`config.mk`:
```
export PLATFORM = sky130hd
export DESIGN_NAME = ptbc_engine
export DESIGN_NICKNAME = d
export VERILOG_FILES = /design/src/sv/ptbc_pkg.sv /design/src/sv/ptbc_engine.sv
export SDC_FILE = /design/constraint.sdc
export NUM_CORES = 1
export LEC_CHECK = 0
export BUFFER_PORTS_ARGS = -buffer_cell sky130_fd_sc_hd__buf_2
export CORE_MARGIN = 10
export CORE_UTILIZATION = 40
export DETAILED_ROUTE_END_ITERATION = 6
export PLACE_DENSITY = 0.67
export SLEW_MARGIN = 20
export SYNTH_ARGS = -nofsm -noshare
export SYNTH_HDL_FRONTEND = slang
export SYNTH_SLANG_ARGS = --single-unit
```
`constraint.sdc`:
```
create_clock -name clk -period 10.8 [get_ports clk]
set_input_delay 1.08 -clock clk [delete_from_list [all_inputs] [get_ports clk]]
set_output_delay 1.08 -clock clk [all_outputs]
set_load 0.02 [all_outputs]
```
`src/sv/ptbc_pkg.sv`:
```
// Shared types, constants and codes for the presence table with bulk clear.
package ptbc_pkg;

  localparam int unsigned ENTRY_COUNT = 65536;
  localparam int unsigned IDX_W       = $clog2(ENTRY_COUNT);
  localparam int unsigned CNT_W       = $clog2(ENTRY_COUNT + 1);
  localparam int unsigned GEN_W       = 32;
  localparam int unsigned TAG_W       = GEN_W + 1;
  localparam int unsigned CODE_W      = 31;
  localparam int unsigned ID_W        = 16;
  localparam int unsigned MODE_W      = 3;

  localparam logic [MODE_W-1:0] MODE_LOGIN  = 3'd0;
  localparam logic [MODE_W-1:0] MODE_LOGOUT = 3'd1;
  localparam logic [MODE_W-1:0] MODE_CLEAR  = 3'd2;
  localparam logic [MODE_W-1:0] MODE_COUNT  = 3'd3;
  localparam logic [MODE_W-1:0] MODE_QUERY  = 3'd4;

  localparam logic signed [31:0] REPLY_ABSENT = -32'sd1;

  typedef struct packed {
    logic [MODE_W-1:0] mode;
    logic [ID_W-1:0]   entry_id;
    logic [CODE_W-1:0] entry_code;
  } item_t;

  typedef struct packed {
    logic signed [31:0] reply;
    logic signed [63:0] running_total;
    logic               epoch_overflow;
  } result_t;

  typedef struct packed {
    logic             present;
    logic [GEN_W-1:0] tag;
  } tag_entry_t;

  typedef struct packed {
    logic [IDX_W-1:0] rd_addr;
    logic             wr_en;
    logic [IDX_W-1:0] wr_addr;
    tag_entry_t       wr_data;
  } tag_req_t;

  typedef struct packed {
    logic [IDX_W-1:0]  rd_addr;
    logic              wr_en;
    logic [IDX_W-1:0]  wr_addr;
    logic [CODE_W-1:0] wr_data;
  } code_req_t;

  typedef enum logic [1:0] {
    ST_SWEEP,
    ST_IDLE,
    ST_EXEC
  } state_t;

endpackage

```
`src/sv/ptbc_engine.sv`:
```
// Sequencer, table update logic, counters and result register of the presence table.
module ptbc_engine
  import ptbc_pkg::*;
(
  input  logic       clk,
  input  logic       rst,
  input  logic       item_valid,
  output logic       item_ready,
  input  item_t      item,
  output logic       result_valid,
  input  logic       result_ready,
  output result_t    result,
  output tag_req_t   tag_req,
  input  tag_entry_t tag_rd,
  output code_req_t  code_req,
  input  logic [CODE_W-1:0] code_rd
);

  state_t            state, state_next;
  item_t             item_q;
  logic [IDX_W-1:0]  sweep_addr, sweep_addr_next;
  logic [GEN_W-1:0]  generation, generation_next;
  logic [CNT_W-1:0]  count, count_next;
  logic [63:0]       total, total_next;
  logic              overflow, overflow_next;
  logic              result_valid_next;
  result_t           result_next;

  logic              exec_fire;
  logic              in_range;
  logic              live;
  logic [IDX_W-1:0]  entry_addr;

  assign item_ready = (state == ST_IDLE);
  assign exec_fire  = (state == ST_EXEC) && (!result_valid || result_ready);
  assign in_range   = (32'(item_q.entry_id) < ENTRY_COUNT);
  assign entry_addr = IDX_W'(item_q.entry_id);
  assign live       = tag_rd.present && (tag_rd.tag == generation);

  always_ff @(posedge clk) begin
    if (rst) begin
      state        <= ST_SWEEP;
      sweep_addr   <= '0;
      generation   <= '0;
      count        <= '0;
      total        <= '0;
      overflow     <= 1'b0;
      result_valid <= 1'b0;
    end else begin
      state        <= state_next;
      sweep_addr   <= sweep_addr_next;
      generation   <= generation_next;
      count        <= count_next;
      total        <= total_next;
      overflow     <= overflow_next;
      result_valid <= result_valid_next;
    end
  end

  always_ff @(posedge clk) begin
    if (item_valid && item_ready) begin
      item_q <= item;
    end
    result <= result_next;
  end

  always_comb begin
    state_next        = state;
    sweep_addr_next   = sweep_addr;
    generation_next   = generation;
    count_next        = count;
    total_next        = total;
    overflow_next     = overflow;
    result_valid_next = result_valid && !result_ready;
    result_next       = result;

    // While idle the read follows the offered item, so its data is ready in the next cycle.
    tag_req.rd_addr   = (state == ST_IDLE) ? IDX_W'(item.entry_id) : entry_addr;
    tag_req.wr_en     = 1'b0;
    tag_req.wr_addr   = entry_addr;
    tag_req.wr_data   = '{present: 1'b1, tag: generation};
    code_req.rd_addr  = tag_req.rd_addr;
    code_req.wr_en    = 1'b0;
    code_req.wr_addr  = entry_addr;
    code_req.wr_data  = item_q.entry_code;

    unique case (state)
      ST_SWEEP: begin
        tag_req.wr_en   = 1'b1;
        tag_req.wr_addr = sweep_addr;
        tag_req.wr_data = '0;
        if (sweep_addr == IDX_W'(ENTRY_COUNT - 1)) begin
          state_next = ST_IDLE;
        end else begin
          sweep_addr_next = sweep_addr + 1'b1;
        end
      end
      ST_IDLE: begin
        if (item_valid) begin
          state_next = ST_EXEC;
        end
      end
      ST_EXEC: begin
        if (exec_fire) begin
          state_next        = ST_IDLE;
          result_valid_next = 1'b1;
          result_next.reply = '0;
          unique case (item_q.mode)
            MODE_LOGIN: begin
              if (in_range) begin
                if (!live && count < CNT_W'(ENTRY_COUNT)) begin
                  count_next = count + 1'b1;
                end
                tag_req.wr_en  = 1'b1;
                code_req.wr_en = 1'b1;
              end
            end
            MODE_LOGOUT: begin
              if (in_range) begin
                if (live && count != '0) begin
                  count_next = count - 1'b1;
                end
                tag_req.wr_en   = 1'b1;
                tag_req.wr_data = '{present: 1'b0, tag: tag_rd.tag};
              end
            end
            MODE_CLEAR: begin
              if (generation == '1) begin
                overflow_next = 1'b1;
              end
              generation_next = generation + 1'b1;
              count_next      = '0;
            end
            MODE_COUNT: begin
              result_next.reply = 32'(count);
              total_next        = total + 64'(count);
            end
            MODE_QUERY: begin
              if (in_range && live) begin
                result_next.reply = 32'(code_rd);
                total_next        = total + 64'(code_rd);
              end else begin
                result_next.reply = REPLY_ABSENT;
                total_next        = total - 64'd1;
              end
            end
            default: begin
            end
          endcase
          result_next.running_total  = total_next;
          result_next.epoch_overflow = overflow_next;
        end
      end
      default: begin
        state_next = ST_SWEEP;
      end
    endcase
  end

  a_result_from_exec: assert property (@(posedge clk) disable iff (rst)
    $rose(result_valid) |-> $past(state == ST_EXEC))
    else $error("result appeared without a completed table update");

  a_sweep_writes_only_tags: assert property (@(posedge clk) disable iff (rst)
    (state == ST_SWEEP) |-> (tag_req.wr_en && !code_req.wr_en && !item_ready))
    else $error("clearing pass overlapped item processing");

  a_count_bounded: assert property (@(posedge clk) disable iff (rst)
    count <= CNT_W'(ENTRY_COUNT))
    else $error("present count exceeded the table size");

  a_clear_zeroes_count: assert property (@(posedge clk) disable iff (rst)
    (exec_fire && item_q.mode == MODE_CLEAR) |=> (count == '0))
    else $error("bulk clear left a nonzero present count");

endmodule

```
==> report_table.html, run 1 <==
<table>
<tr><th>Metric</th><th>Value</th></tr>
<tr><th colspan="2">Yosys</th></tr>
<tr><td>Leading register cell type out of synthesis</td><td>sky130_fd_sc_hd__edfxtp_1</td></tr>
<tr><td>Net count of the mapped netlist</td><td>2,110</td></tr>
<tr><td>Portion of the post-synthesis area used by sequential elements</td><td>41.96%</td></tr>
<tr><td>EDFF count, synth</td><td>147</td></tr>
<tr><td>Cell types occupying the most area after synthesis</td><td>sky130_fd_sc_hd__edfxtp_1 26%, sky130_fd_sc_hd__dfxtp_1 16%, sky130_fd_sc_hd__nor2_1 6.6%, sky130_fd_sc_hd__nand2_1 4.8%, sky130_fd_sc_hd__xor2_1 4.5%</td></tr>
<tr><td>Fraction of synthesized cell area taken by the top area cell type</td><td>26.17%</td></tr>
<tr><td>Synthesis-stage register bit count</td><td>280</td></tr>
<tr><td>Post-Synthesis Mean Instance Area</td><td>8.699 sq um</td></tr>
<tr><td>Mapped Area</td><td>16,870 sq um</td></tr>
<tr><td>Proportion of register bits with asynchronous set or reset after synthesis</td><td>0%</td></tr>
<tr><td>Unique masters post-synth</td><td>79</td></tr>
<tr><td>Cells after Synth</td><td>1,939</td></tr>
<tr><td>Cell type with the highest aggregate area in the netlist</td><td>sky130_fd_sc_hd__edfxtp_1</td></tr>
<tr><td>Warning count from the yosys run</td><td>0</td></tr>
<tr><th colspan="2">Global routing</th></tr>
<tr><td>Aggregate global routing overflow</td><td>0</td></tr>
<tr><td>Number of global-route vias before repair</td><td>14.28k</td></tr>
<tr><td>GRT Overall Usage</td><td>19.31%</td></tr>
<tr><td>Initial antenna violation count</td><td>1</td></tr>
<tr><td>Largest net degree at the start of global routing</td><td>80</td></tr>
<tr><td>Wire length of the first global-routing pass</td><td>79,270 um</td></tr>
<tr><th colspan="2">Finish</th></tr>
<tr><td>Number of inserted diodes</td><td>0</td></tr>
<tr><td>Share of cells above drive strength 1</td><td>21.96%</td></tr>
<tr><td>Number of nets in the finished design</td><td>2,331</td></tr>
<tr><td>Commonest non-fill, non-tap cell in the layout</td><td>sky130_fd_sc_hd__buf_2</td></tr>
<tr><td>Finished Layout Cells</td><td>2,725</td></tr>
<tr><td>Most frequent cells in the layout</td><td>345 x sky130_fd_sc_hd__buf_2, 296 x sky130_fd_sc_hd__nor2_1, 212 x sky130_fd_sc_hd__nand2_1</td></tr>
<tr><td>Area delta synth-&gt;final</td><td>16.25%</td></tr>
<tr><th colspan="2">CTS</th></tr>
<tr><td>Hold bufs inserted after CTS</td><td>0</td></tr>
<tr><td>Cts bufs inserted</td><td>34</td></tr>
<tr><td>CTS clk-pin slew, worst paths</td><td>0.06 ns</td></tr>
<tr><td>Buffer count from post-CTS setup fixing</td><td>0</td></tr>
<tr><td>Quantity of gates resized following cts</td><td>0</td></tr>
<tr><td>Skew-Pair Late Insertion Delay</td><td>0.54 ns</td></tr>
<tr><td>Clock tree buffer depth</td><td>3</td></tr>
<tr><td>Clock tree from TritonCTS</td><td>yes</td></tr>
<tr><td>Root Buffer</td><td>sky130_fd_sc_hd__clkbuf_16</td></tr>
<tr><td>Number of sinks handled by clock tree synthesis</td><td>280</td></tr>
<tr><td>Number of H-tree levels</td><td>2</td></tr>
<tr><th colspan="2">Timing</th></tr>
<tr><td>Final setup violation count</td><td>0</td></tr>
<tr><td>Unrepaired setup endpoints after global routing</td><td>no</td></tr>
<tr><td>Tightest Pin Transition</td><td>1.041 ns</td></tr>
<tr><td>Max Fclk</td><td>0.1615 GHz</td></tr>
<tr><td>Final slew viol count</td><td>0</td></tr>
<tr><td>Summed negative setup slack over all endpoints</td><td>0 ns</td></tr>
<tr><td>Minimum clock period after layout</td><td>6.192 ns</td></tr>
<tr><td>Final hold violations</td><td>0</td></tr>
<tr><td>Max-slew headroom</td><td>30.60%</td></tr>
<tr><td>Final Skew</td><td>0.01832 ns</td></tr>
<tr><td>Period utilization</td><td>57.33%</td></tr>
<tr><th colspan="2">Setup path</th></tr>
<tr><td>Worst Path Max Fanout</td><td>40</td></tr>
<tr><td>Terminus of the critical flop-to-flop path</td><td>total[60]</td></tr>
<tr><td>R2R setup slack</td><td>4.84 ns</td></tr>
<tr><td>Number of cells on the worst reg-to-reg path</td><td>22</td></tr>
<tr><td>Worst EP required</td><td>11.24 ns</td></tr>
<tr><td>Worst flop-to-flop path startpoint</td><td>generation[6]</td></tr>
<tr><td>Critical Path Sink Type</td><td>flip-flop</td></tr>
<tr><td>WS Path Type</td><td>in2reg</td></tr>
<tr><td>Worst EP arrival</td><td>6.63 ns</td></tr>
<tr><td>Startpoint type of the worst setup path</td><td>input port</td></tr>
<tr><th colspan="2">Place</th></tr>
<tr><td>Placed Cells</td><td>2,663</td></tr>
<tr><td>Detailed placement HPWL</td><td>37,700 um</td></tr>
<tr><td>Final GP Congestion</td><td>0.8973</td></tr>
<tr><td>IO Port Bufs</td><td>346</td></tr>
<tr><th colspan="2">Floorplan</th></tr>
<tr><td>Core area</td><td>41,850 sq um</td></tr>
<tr><td>Chip width</td><td>225.4 um</td></tr>
<tr><td>Initial core utilization</td><td>40.30%</td></tr>
<tr><td>Die outline area</td><td>50,780 sq um</td></tr>
<tr><td>Vertical die dimension</td><td>225.4 um</td></tr>
<tr><td>Floorplan row count</td><td>75</td></tr>
<tr><td>I/O pin count</td><td>347</td></tr>
<tr><th colspan="2">Min path</th></tr>
<tr><td>WHS Path Cells</td><td>2</td></tr>
<tr><td>Classification of the worst-slack hold path</td><td>reg2reg</td></tr>
<tr><td>End point of the worst hold path</td><td>total[59]</td></tr>
<tr><td>Startpoint of the lowest-slack hold path</td><td>total[59]</td></tr>
<tr><th colspan="2">Power and ir drop</th></tr>
<tr><td>Pwr dens</td><td>117.0 nW/um^2</td></tr>
<tr><td>Leakage component of the power</td><td>8.364 nW</td></tr>
<tr><td>Max rail drop VDD</td><td>80.72 uV</td></tr>
<tr><th colspan="2">Route</th></tr>
<tr><td>Number of vias after detailed routing</td><td>14.91k</td></tr>
<tr><td>Number of DRC violations after detailed routing</td><td>0</td></tr>
<tr><td>Wire length per cell after detailed routing</td><td>18.68 um</td></tr>
<tr><td>Post-route antenna net violation count</td><td>0</td></tr>
<tr><td>Avg Vias per Cell</td><td>5.470</td></tr>
<tr><td>Total routed wirelength</td><td>50,910 um</td></tr>
<tr><td>Number of DRC markers in iteration 0</td><td>1,025</td></tr>
<tr><td>First-pass iteration count of the detailed router</td><td>5</td></tr>
<tr><th colspan="2">Run</th></tr>
<tr><td>Max Cap Violations</td><td>0</td></tr>
<tr><th colspan="2">Outcome</th></tr>
<tr><td>Status</td><td>completed</td></tr>
</table>
==> flip-flops by register name (all words and copies together) (netlist names) <==
name	cells
code_req	31
count	17
entry_addr	16
generation	32
item_q	3
overflow	1
result	97
result_valid	1
state	2
sweep_addr	16
total	64
==> worst max path at each step <==
| stage | start | endpoint | slack [ns] | cells past startpoint |
|---|---|---|---|---|
| finish | tag_rd[30] | total[60] | 4.61 | 23 |
| floorplan | tag_rd[7] | total[58] | 4.99 | 23 |
| global route | tag_rd[30] | result[61] | 4.22 | 23 |
| global placement | tag_rd[30] | total[60] | 4.31 | 23 |
| CTS | tag_rd[30] | total[60] | 4.71 | 23 |
| detailed placement | tag_rd[30] | total[60] | 4.15 | 23 |
==> cells by family after synthesis <==
family / after synthesis / share of synthesized area (%)
multiplexers: 53 / 3.412
AO/OA/AOI/OAI: 338 / 12.87
adder cells (fa/ha/maj): 53 / 4.020
flip-flops: 280 / 41.96
XOR/XNOR: 156 / 8.100
buffers and inverters: 203 / 6.038
AND/OR/NAND/NOR: 856 / 23.60
==> area by class of cell <==
type / count / area [sq um]
Inverter: 29 / 115.1
Sequential cell: 280 / 7077
Multi-Input combinational cell: 1456 / 8798
Timing Repair Buffer: 359 / 1832
Clock buffer: 50 / 1015
Tap cell: 539 / 674.4
Fill cell: 4058 / 22240
Clock inverter: 12 / 97.59
==> report_power, final <==
group / total (mW) / switching, mW / internal [mW]
clock network: 1.13 / 0.450 / 0.678
registers: 1.11 / 0.00128 / 1.11
logic: 0.0512 / 0.0291 / 0.0221
==> routing by layer <==
| layer | GRT usage (%) | part of all wire, % |
|---|---|---|
| met5 | 0 | 0.014 |
| met1 | 24.56 | 43 |
| met4 | 5.948 | 2.4 |
| met2 | 31.90 | 48 |
| met3 | 4.424 | 7.1 |
==> Yosys cell counts, types with 23 or more instances <==
cell type / instances
sky130_fd_sc_hd__nand3_1: 80
sky130_fd_sc_hd__mux2_2: 36
sky130_fd_sc_hd__nand4_1: 32
sky130_fd_sc_hd__dfxtp_1: 133
sky130_fd_sc_hd__edfxtp_1: 147
sky130_fd_sc_hd__nand2_1: 215
sky130_fd_sc_hd__xor2_1: 87
sky130_fd_sc_hd__a21oi_1: 104
sky130_fd_sc_hd__o21ai_0: 72
sky130_fd_sc_hd__xnor2_1: 69
sky130_fd_sc_hd__buf_4: 66
sky130_fd_sc_hd__nor2_1: 297
sky130_fd_sc_hd__ha_1: 51
sky130_fd_sc_hd__and3_1: 23
sky130_fd_sc_hd__or3_1: 23
sky130_fd_sc_hd__nor3_1: 67
sky130_fd_sc_hd__a21o_1: 48
sky130_fd_sc_hd__clkbuf_1: 87
sky130_fd_sc_hd__nor4_1: 32
sky130_fd_sc_hd__inv_1: 29
==> metrics by stage <==
stage	power (mW)	instance area (sq um)	hold WS [ns]	setup slack, ns	utilization, %
2_1_floorplan	1.155	16870	0.4511	4.989	-
3_3_place_gp	1.187	18490	0.4633	4.311	44.17
3_5_place_dp	1.188	18490	0.4694	4.151	44.17
4_1_cts	2.324	19600	0.4780	4.706	46.83
5_1_grt	2.371	19610	0.4959	4.223	46.85
6_report	2.294	19610	0.4784	4.608	46.85
==> critical path, cell delays in order <==
cell	delay (ns)
sky130_fd_sc_hd__buf_2	0.11
sky130_fd_sc_hd__xnor2_1	0.26
sky130_fd_sc_hd__nor3b_1	0.20
sky130_fd_sc_hd__nor4bb_1	0.46
sky130_fd_sc_hd__nand4_1	0.15
sky130_fd_sc_hd__buf_4	0.32
sky130_fd_sc_hd__nor2_1	0.15
sky130_fd_sc_hd__nor2_1	0.06
sky130_fd_sc_hd__a21o_1	0.19
sky130_fd_sc_hd__ha_1	0.20
sky130_fd_sc_hd__inv_1	0.07
sky130_fd_sc_hd__fa_1	0.20
sky130_fd_sc_hd__nor2b_1	0.07
sky130_fd_sc_hd__o31ai_1	0.26
sky130_fd_sc_hd__a211oi_1	0.15
sky130_fd_sc_hd__o311ai_1	0.46
sky130_fd_sc_hd__a31oi_1	0.35
sky130_fd_sc_hd__a211o_1	0.43
sky130_fd_sc_hd__a31oi_4	0.36
sky130_fd_sc_hd__a211o_1	0.25
sky130_fd_sc_hd__a21oi_1	0.08
sky130_fd_sc_hd__or4b_1	0.52
sky130_fd_sc_hd__o31ai_1	0.22
Note: power is estimated with default switching activity, not from simulation.
==> run 2: changes to the inputs <==
--- a/config.mk
+++ b/config.mk
@@ -9,7 +9,7 @@
 export CORE_MARGIN = 10
 export CORE_UTILIZATION = 40
 export DETAILED_ROUTE_END_ITERATION = 6
-export PLACE_DENSITY = 0.67
+export PLACE_DENSITY = 0.7
 export SLEW_MARGIN = 20
 export SYNTH_ARGS = -nofsm -noshare
 export SYNTH_HDL_FRONTEND = slang
==> constraint.sdc (replaced) <==
create_clock -name clk -period 5.6 [get_ports clk]
set_input_delay 0.56 -clock clk [delete_from_list [all_inputs] [get_ports clk]]
set_output_delay 0.56 -clock clk [all_outputs]
set_load 0.02 [all_outputs]
==> run 2 against run 1 <==
Effect of this change: non-clock buffer count rose by 90; critical path depth is 1 higher; design area grew 4.6%; hold slack got worse by 0.33 ns; clock-buffer cell count decreased by 11; die area stayed put; critical path type is now reg2reg.
==> report_table.html, run 2 (same netlist as run 1, synthesis figures left out) <==
<table>
<tr><th>Metric</th><th>Value</th></tr>
<tr><th colspan="2">Global routing</th></tr>
<tr><td>Initial antenna violation count</td><td>3 (+2)</td></tr>
<tr><td>GRT Overall Usage</td><td>19.85% (+0.54 points)</td></tr>
<tr><td>Number of global-route vias before repair</td><td>14.73k (+3.2%)</td></tr>
<tr><td>Aggregate global routing overflow</td><td>0 (unchanged)</td></tr>
<tr><td>Largest net degree at the start of global routing</td><td>76 (-5.0%)</td></tr>
<tr><td>Wire length of the first global-routing pass</td><td>81,690 um (+3.0%)</td></tr>
<tr><th colspan="2">CTS</th></tr>
<tr><td>Number of H-tree levels</td><td>1 (-1)</td></tr>
<tr><td>Skew-Pair Late Insertion Delay</td><td>0.59 ns (+0.05 ns)</td></tr>
<tr><td>CTS clk-pin slew, worst paths</td><td>0.06 ns (about the same)</td></tr>
<tr><td>Number of sinks handled by clock tree synthesis</td><td>280 (unchanged)</td></tr>
<tr><td>Clock tree buffer depth</td><td>3 (unchanged)</td></tr>
<tr><td>Clock tree from TritonCTS</td><td>yes</td></tr>
<tr><td>Cts bufs inserted</td><td>31 (-8.8%)</td></tr>
<tr><td>Root Buffer</td><td>sky130_fd_sc_hd__clkbuf_16</td></tr>
<tr><th colspan="2">Finish</th></tr>
<tr><td>Core utilization of the finished layout</td><td>49.01% (+2.2 points)</td></tr>
<tr><td>Number of nets in the finished design</td><td>2,418 (+3.7%)</td></tr>
<tr><td>Fillers</td><td>3,982 (-1.9%)</td></tr>
<tr><td>Register with the most flip-flops</td><td>result</td></tr>
<tr><td>Number of inserted diodes</td><td>0 (unchanged)</td></tr>
<tr><td>Area delta synth-&gt;final</td><td>21.62%</td></tr>
<tr><td>Most frequent cells in the layout</td><td>345 x sky130_fd_sc_hd__buf_2, 296 x sky130_fd_sc_hd__nor2_1, 213 x sky130_fd_sc_hd__nand2_1</td></tr>
<tr><td>Largest registers</td><td>result x97, total x64, generation x32</td></tr>
<tr><td>Commonest non-fill, non-tap cell in the layout</td><td>sky130_fd_sc_hd__buf_2</td></tr>
<tr><td>Share of cells above drive strength 1</td><td>25.97% (+4.0 points)</td></tr>
<tr><td>Number of flip-flops under the largest register name</td><td>97 (unchanged)</td></tr>
<tr><th colspan="2">Route</th></tr>
<tr><td>Wire length per cell after detailed routing</td><td>18.94 um (+1.4%)</td></tr>
<tr><td>Number of DRC violations after detailed routing</td><td>0 (unchanged)</td></tr>
<tr><td>Avg Vias per Cell</td><td>5.396 (-1.3%)</td></tr>
<tr><td>Total routed wirelength</td><td>53,240 um (+4.6%)</td></tr>
<tr><td>Number of DRC markers in iteration 0</td><td>1,223 (+19%)</td></tr>
<tr><td>Number of vias after detailed routing</td><td>15.17k (+1.8%)</td></tr>
<tr><td>First-pass iteration count of the detailed router</td><td>7 (+2)</td></tr>
<tr><td>Post-route antenna net violation count</td><td>0 (unchanged)</td></tr>
<tr><th colspan="2">Power and ir drop</th></tr>
<tr><td>Leakage component of the power</td><td>8.840 nW (+5.7%)</td></tr>
<tr><td>Power Total</td><td>4.491 mW (+96%)</td></tr>
<tr><td>Pwr dens</td><td>218.9 nW/um^2 (+87%)</td></tr>
<tr><td>Max rail drop VDD</td><td>235.1 uV (+190%)</td></tr>
<tr><th colspan="2">Setup path</th></tr>
<tr><td>Slowest stage delay, CP</td><td>0.54 ns (+0.02 ns)</td></tr>
<tr><td>Most frequent cell on the critical path</td><td>sky130_fd_sc_hd__buf_4</td></tr>
<tr><td>Worst flop-to-flop path startpoint</td><td>generation[4]</td></tr>
<tr><td>Number of cells on the worst reg-to-reg path</td><td>24 (+9.1%)</td></tr>
<tr><td>WS Path Type</td><td>reg2reg</td></tr>
<tr><td>Startpoint type of the worst setup path</td><td>flip-flop</td></tr>
<tr><td>Worst EP arrival</td><td>5.90 ns (-0.73 ns)</td></tr>
<tr><td>Worst Path Max Fanout</td><td>5 (-88%)</td></tr>
<tr><td>Top Family by Delay on Critical Path</td><td>compound AO/OA/AOI/OAI gates</td></tr>
<tr><td>R2R setup slack</td><td>0.19 ns (-4.65 ns)</td></tr>
<tr><td>Worst EP required</td><td>6.09 ns (-5.15 ns)</td></tr>
<tr><td>Number of buffer and inverter stages on the critical path</td><td>5 (+2)</td></tr>
<tr><td>Critical Path Sink Type</td><td>flip-flop</td></tr>
<tr><td>Library cell contributing the largest single delay on the critical path</td><td>sky130_fd_sc_hd__or4_4</td></tr>
<tr><td>Terminus of the critical flop-to-flop path</td><td>total[61]</td></tr>
<tr><td>Worst path cell trace</td><td>xor2_1, buf_4, nor4_4, and4_1, nand4_1, buf_4, buf_12, buf_4, nor2_1, nor2_1, a21o_1, ha_4, buf_4, o21ai_1, o21a_1, or4_4, a31oi_4, o211ai_2, a221oi_4, o21ai_4, a211oi_4, a21oi_2, or4_1, a21oi_1</td></tr>
<tr><th colspan="2">Timing</th></tr>
<tr><td>Final setup slack of the worst path</td><td>0.1890 ns (-4.419 ns)</td></tr>
<tr><td>Max Fclk</td><td>0.1848 GHz</td></tr>
<tr><td>Minimum clock period after layout</td><td>5.411 ns</td></tr>
<tr><td>Period utilization</td><td>96.63%</td></tr>
<tr><td>Final setup violation count</td><td>0 (unchanged)</td></tr>
<tr><td>Final slew viol count</td><td>0 (unchanged)</td></tr>
<tr><td>Tightest Pin Transition</td><td>1.067 ns (+0.02549 ns)</td></tr>
<tr><td>Max-slew headroom</td><td>28.89% (-1.7 points)</td></tr>
<tr><td>Final hold violations</td><td>0 (unchanged)</td></tr>
<tr><td>Final Skew</td><td>0.02811 ns (+0.009788 ns)</td></tr>
<tr><td>Unrepaired setup endpoints after global routing</td><td>no</td></tr>
<tr><td>Min Hold Slack</td><td>0.1511 ns (-0.3273 ns)</td></tr>
<tr><th colspan="2">Min path</th></tr>
<tr><td>End point of the worst hold path</td><td>item_q[49]</td></tr>
<tr><td>WHS Path Cells</td><td>1 (-1)</td></tr>
<tr><td>Classification of the worst-slack hold path</td><td>in2reg</td></tr>
<tr><td>Startpoint of the lowest-slack hold path</td><td>item[49]</td></tr>
<tr><th colspan="2">Floorplan</th></tr>
<tr><td>Vertical die dimension</td><td>225.4 um (unchanged)</td></tr>
<tr><td>Die outline area</td><td>50,780 sq um (unchanged)</td></tr>
<tr><td>Initial core utilization</td><td>40.30% (unchanged)</td></tr>
<tr><td>Chip width</td><td>225.4 um (unchanged)</td></tr>
<tr><td>Core area</td><td>41,850 sq um (unchanged)</td></tr>
<tr><td>Floorplan row count</td><td>75 (unchanged)</td></tr>
<tr><td>I/O pin count</td><td>347 (unchanged)</td></tr>
<tr><th colspan="2">Run</th></tr>
<tr><td>Max Cap Violations</td><td>0 (unchanged)</td></tr>
<tr><th colspan="2">Place</th></tr>
<tr><td>Detailed placement HPWL</td><td>40,060 um (+6.3%)</td></tr>
<tr><td>Dpl ws</td><td>-0.3615 ns (-4.512 ns)</td></tr>
<tr><td>IO Port Bufs</td><td>346 (unchanged)</td></tr>
<tr><td>Final GP Congestion</td><td>0.9468 (+5.5%)</td></tr>
<tr><th colspan="2">Outcome</th></tr>
<tr><td>Status</td><td>completed</td></tr>
</table>
## run 2: cell types whose count changed in the layout (fill, tap and decap cells not counted), sizes merged
cell and delta:
buf +89, clkbuf -10, bufinv +6, clkinv -3, clkinvlp +3, inv +1
## run 2: what timing repair did
item / CTS / global route
endpoints found under the setup margin: 4 / 15
hold buffers: 0 / 0
gates cloned: 0 / 1
buffers inserted: 0 / 8
pin swaps: 4 / 10
resized for setup: 3 / 28
## run 2: worst max-delay path by stage
stage | start | cells after the start | endpoint | slack [ns]
2_1_floorplan | tag_rd[7] | 23 | total[58] | 0.31
4_1_cts | generation[30] | 21 | total[61] | 0.01
6_report | generation[4] | 24 | total[61] | 0.19
5_1_grt | generation[4] | 24 | total[61] | 0.01
3_3_place_gp | tag_rd[4] | 23 | total[61] | -0.17
3_5_place_dp | tag_rd[30] | 22 | total[61] | -0.36
## run 2: final cells by class
class                           count  area (sq um)  area share [%]
Clock inverter                     19         295.3           1.439
Clock buffer                       39         815.8           3.977
Multi-Input combinational cell   1456          8976           43.76
Sequential cell                   280          7087           34.55
Tap cell                          539         674.4           3.288
Timing Repair Buffer              449          2550           12.43
Inverter                           29         115.1          0.5611
## run 2: through the flow
stage	instance area (sq um)	cells	TNS (ns)
after floorplan	16870	1939	0
after global placement	19120	2744	-0.5512
after detailed placement	19120	2744	-2.034
after CTS	20250	2802	0
after global routing	20510	2811	0
final	20510	2811	0
## run 2: layer usage
metal	global-route usage (%)	vias up	part of all wire, %
li1	-	7412	-
met1	25.20	7177	42
met2	33.80	489	48
met3	3.227	85	6.5
met4	6.231	6	2.6
met5	0	-	0.086
## run 2: where the power goes
group / total, mW / internal, mW / switching (mW)
Clock: 2.23 / 1.36 / 0.877
Sequential: 2.15 / 2.15 / 0.00262
Combinational: 0.109 / 0.0475 / 0.0610
Total: 4.49 / 3.55 / 0.940
## run 2: worst reg2reg max path: cells and delay by family (launching register included)
family	cells	cell delay [ns]
buffers and inverters	5	0.68
AOI/OAI and AO/OA	10	2.13
adders and majority gates	1	0.28
and+or+nand+nor	7	1.71
DFF	1	0.36
xor gates and xnor gates	1	0.16
==> run 3: changes to the inputs <==
==> constraint.sdc (replaced) <==
create_clock -name clk -period 5.6 [get_ports clk]
set_input_delay 0.28 -clock clk [delete_from_list [all_inputs] [get_ports clk]]
set_output_delay 0.28 -clock clk [all_outputs]
set_load 0.02 [all_outputs]
==> run 3 against run 2 <==
Effect of this change: flip-flop and latch count did not move; global-route usage rose by 0.55 points; utilization rose by 0.28 points; sequential share of layout area fell by 0.20 points; combinational power rose by 23%; critical path depth did not move; non-clock buffer count rose by 7; clock skew rose by 0.0031 ns.
==> report_table.html, run 3 (same netlist as run 1, synthesis figures left out) <==
<table>
<tr><th>Metric</th><th>Value</th></tr>
<tr><th colspan="2">Floorplan</th></tr>
<tr><td>Initial core utilization</td><td>40.30% (unchanged)</td></tr>
<tr><td>Vertical die dimension</td><td>225.4 um (unchanged)</td></tr>
<tr><td>Core area</td><td>41,850 sq um (unchanged)</td></tr>
<tr><td>I/O pin count</td><td>347 (unchanged)</td></tr>
<tr><td>Floorplan row count</td><td>75 (unchanged)</td></tr>
<tr><td>Chip width</td><td>225.4 um (unchanged)</td></tr>
<tr><td>Die outline area</td><td>50,780 sq um (unchanged)</td></tr>
<tr><th colspan="2">CTS</th></tr>
<tr><td>Clock tree buffer depth</td><td>3 (unchanged)</td></tr>
<tr><td>Root Buffer</td><td>sky130_fd_sc_hd__clkbuf_16</td></tr>
<tr><td>CTS clk-pin slew, worst paths</td><td>0.06 ns (about the same)</td></tr>
<tr><td>Number of H-tree levels</td><td>2 (+1)</td></tr>
<tr><td>Skew-Pair Late Insertion Delay</td><td>0.56 ns (-0.03 ns)</td></tr>
<tr><td>Number of sinks handled by clock tree synthesis</td><td>280 (unchanged)</td></tr>
<tr><td>Cts bufs inserted</td><td>34 (+9.7%)</td></tr>
<tr><td>Clock tree from TritonCTS</td><td>yes</td></tr>
<tr><th colspan="2">Finish</th></tr>
<tr><td>Number of flip-flops under the largest register name</td><td>97 (unchanged)</td></tr>
<tr><td>Most frequent cells in the layout</td><td>345 x sky130_fd_sc_hd__buf_2, 293 x sky130_fd_sc_hd__nor2_1, 213 x sky130_fd_sc_hd__nand2_1</td></tr>
<tr><td>Commonest non-fill, non-tap cell in the layout</td><td>sky130_fd_sc_hd__buf_2</td></tr>
<tr><td>Sequential Area</td><td>7086 sq um (about the same)</td></tr>
<tr><td>Core utilization of the finished layout</td><td>49.29% (+0.28 points)</td></tr>
<tr><td>Register with the most flip-flops</td><td>result</td></tr>
<tr><td>Fillers</td><td>3,910 (-1.8%)</td></tr>
<tr><td>Largest registers</td><td>result x97, total x64, generation x32</td></tr>
<tr><td>Area delta synth-&gt;final</td><td>22.30%</td></tr>
<tr><td>Post-route cell area</td><td>20,630 sq um (+0.56%)</td></tr>
<tr><td>Share of cells above drive strength 1</td><td>24.22% (-1.7 points)</td></tr>
<tr><td>Number of nets in the finished design</td><td>2,428 (+0.41%)</td></tr>
<tr><td>Multi-input gate area</td><td>8916 sq um (-0.67%)</td></tr>
<tr><th colspan="2">Setup path</th></tr>
<tr><td>Worst EP arrival</td><td>5.67 ns (-0.23 ns)</td></tr>
<tr><td>Critical Path Sink Type</td><td>flip-flop</td></tr>
<tr><td>Startpoint type of the worst setup path</td><td>flip-flop</td></tr>
<tr><td>WS Path Type</td><td>reg2reg</td></tr>
<tr><td>Worst EP required</td><td>5.87 ns (-0.22 ns)</td></tr>
<tr><td>Number of cells on the worst reg-to-reg path</td><td>24 (unchanged)</td></tr>
<tr><td>Worst Path Max Fanout</td><td>9 (+4)</td></tr>
<tr><th colspan="2">Route</th></tr>
<tr><td>Number of vias after detailed routing</td><td>15.39k (+1.5%)</td></tr>
<tr><td>Number of DRC violations after detailed routing</td><td>0 (unchanged)</td></tr>
<tr><td>Avg Vias per Cell</td><td>5.448 (+0.95%)</td></tr>
<tr><td>First-pass iteration count of the detailed router</td><td>5 (-2)</td></tr>
<tr><td>Total routed wirelength</td><td>54,440 um (+2.3%)</td></tr>
<tr><td>Post-route antenna net violation count</td><td>0 (unchanged)</td></tr>
<tr><td>Number of DRC markers in iteration 0</td><td>1,186 (-3.0%)</td></tr>
<tr><td>Wire length per cell after detailed routing</td><td>19.27 um (+1.7%)</td></tr>
<tr><th colspan="2">Timing</th></tr>
<tr><td>Max-slew headroom</td><td>33.65% (+4.8 points)</td></tr>
<tr><td>Final slew viol count</td><td>0 (unchanged)</td></tr>
<tr><td>Tightest Pin Transition</td><td>0.9861 ns (-0.08041 ns)</td></tr>
<tr><td>Final setup slack of the worst path</td><td>0.2056 ns (+0.01667 ns)</td></tr>
<tr><td>Period utilization</td><td>96.33% (-0.30 points)</td></tr>
<tr><td>Min Hold Slack</td><td>0.03234 ns (-0.1188 ns)</td></tr>
<tr><td>Max Fclk</td><td>0.1854 GHz (+0.31%)</td></tr>
<tr><td>Summed negative setup slack over all endpoints</td><td>0 ns (unchanged)</td></tr>
<tr><td>Final setup violation count</td><td>0 (unchanged)</td></tr>
<tr><td>Final hold violations</td><td>0 (unchanged)</td></tr>
<tr><td>Minimum clock period after layout</td><td>5.394 ns (-0.01667 ns)</td></tr>
<tr><td>Final Skew</td><td>0.03121 ns (+0.003102 ns)</td></tr>
<tr><th colspan="2">Place</th></tr>
<tr><td>Final GP Congestion</td><td>0.9488 (+0.21%)</td></tr>
<tr><td>IO Port Bufs</td><td>346 (unchanged)</td></tr>
<tr><td>Detailed placement HPWL</td><td>39,610 um (-1.1%)</td></tr>
<tr><td>Post-place instance area</td><td>18,820 sq um (-1.6%)</td></tr>
<tr><td>Dpl ws</td><td>0.009829 ns (+0.3714 ns)</td></tr>
<tr><th colspan="2">Global routing</th></tr>
<tr><td>Aggregate global routing overflow</td><td>0 (unchanged)</td></tr>
<tr><td>Largest net degree at the start of global routing</td><td>74 (-2.6%)</td></tr>
<tr><td>Initial antenna violation count</td><td>4 (+1)</td></tr>
<tr><td>Number of global-route vias before repair</td><td>15.01k (+1.9%)</td></tr>
<tr><td>GRT Overall Usage</td><td>20.40% (+0.55 points)</td></tr>
<tr><td>Wire length of the first global-routing pass</td><td>83,280 um (+2.0%)</td></tr>
<tr><th colspan="2">Min path</th></tr>
<tr><td>Classification of the worst-slack hold path</td><td>in2reg</td></tr>
<tr><td>WHS Path Cells</td><td>3 (+2)</td></tr>
<tr><th colspan="2">Power and ir drop</th></tr>
<tr><td>Pwr dens</td><td>218.7 nW/um^2 (about the same)</td></tr>
<tr><td>Max rail drop VDD</td><td>226.0 uV (-3.9%)</td></tr>
<tr><td>Leakage component of the power</td><td>8.854 nW (+0.16%)</td></tr>
<tr><th colspan="2">Run</th></tr>
<tr><td>Max Cap Violations</td><td>0 (unchanged)</td></tr>
<tr><th colspan="2">Outcome</th></tr>
<tr><td>Status</td><td>completed</td></tr>
</table>
## run 3: changes by cell type in the layout (fill, tap and decap cells not counted), moves of 4 or more
cell | previous run | this run
sky130_fd_sc_hd__dlygate4sd3_1 | 0 | 50
sky130_fd_sc_hd__buf_4 | 101 | 59
sky130_fd_sc_hd__clkinv_2 | 2 | 7
sky130_fd_sc_hd__clkinvlp_4 | 5 | 0
sky130_fd_sc_hd__bufinv_16 | 7 | 3
## run 3: final timing paths
path / from / slack, ns / end
worst min register to register: total[14] / 0.48 / total[14]
worst min-delay path: code_rd[20] / 0.03 / result[85]
worst max-delay path: generation[4] / 0.21 / result[58]
worst max register to register: generation[4] / 0.21 / result[58]
## run 3: critical path, cell delays in order, from the launching register on
cell and delay, ns:
sky130_fd_sc_hd__dfxtp_2 0.35, sky130_fd_sc_hd__xor2_1 0.20, sky130_fd_sc_hd__buf_4 0.16, sky130_fd_sc_hd__nor4_4 0.16, sky130_fd_sc_hd__and4_1 0.28, sky130_fd_sc_hd__nand4_1 0.09, sky130_fd_sc_hd__buf_4 0.19, sky130_fd_sc_hd__buf_12 0.14
sky130_fd_sc_hd__nor2_1 0.11, sky130_fd_sc_hd__nor2_1 0.07, sky130_fd_sc_hd__a21o_1 0.22, sky130_fd_sc_hd__ha_4 0.31, sky130_fd_sc_hd__a211oi_1 0.07, sky130_fd_sc_hd__o21a_1 0.21, sky130_fd_sc_hd__or4_1 0.57, sky130_fd_sc_hd__a31oi_2 0.23
sky130_fd_sc_hd__o211ai_2 0.16, sky130_fd_sc_hd__a221oi_4 0.47, sky130_fd_sc_hd__buf_4 0.20, sky130_fd_sc_hd__nor3_4 0.06, sky130_fd_sc_hd__a211oi_4 0.27, sky130_fd_sc_hd__buf_4 0.17, sky130_fd_sc_hd__a2bb2oi_2 0.18, sky130_fd_sc_hd__nor2_1 0.07
sky130_fd_sc_hd__xor2_1 0.17
## run 3: timing repair
action,4_1_cts,5_1_grt
setup endpoints to repair,1,19
gates resized for setup,0,28
pin swaps,1,6
endpoints found under the hold margin,50,0
cloned,0,1
hold buffers,50,0
setup buffers,0,4
## run 3: stage by stage
step	power [mW]	std cells
detailed placement	2.295	2705
global route	4.638	2825
CTS	4.552	2817
global placement	2.294	2705
floorplan	2.227	1939
finish	4.512	2825
## run 3: where the power goes
| group | leakage [nW] | internal (mW) | switching, mW | total (mW) |
|---|---|---|---|---|
| logic | 5.88 | 0.0669 | 0.0673 | 0.134 |
| registers | 2.42 | 2.15 | 0.00257 | 2.15 |
| clock network | 0.552 | 1.30 | 0.931 | 2.23 |
## run 3: layout make-up
class | instances | area share [%]
Clock buffer | 40 | 4.331
Inverter | 29 | 0.5580
Multi-Input combinational cell | 1456 | 43.22
Sequential cell | 280 | 34.35
Clock inverter | 22 | 1.074
Antenna cell | 3 | 0.03639
Tap cell | 539 | 3.269
Timing Repair Buffer | 456 | 13.16
## run 3: layer usage
metal	share of wire (%)	vias up	global-route usage (%)
met3	7.0	99	4.346
met2	48	540	34.63
met5	0.024	-	0
li1	-	7442	-
met4	2.8	2	6.754
met1	42	7307	25.21
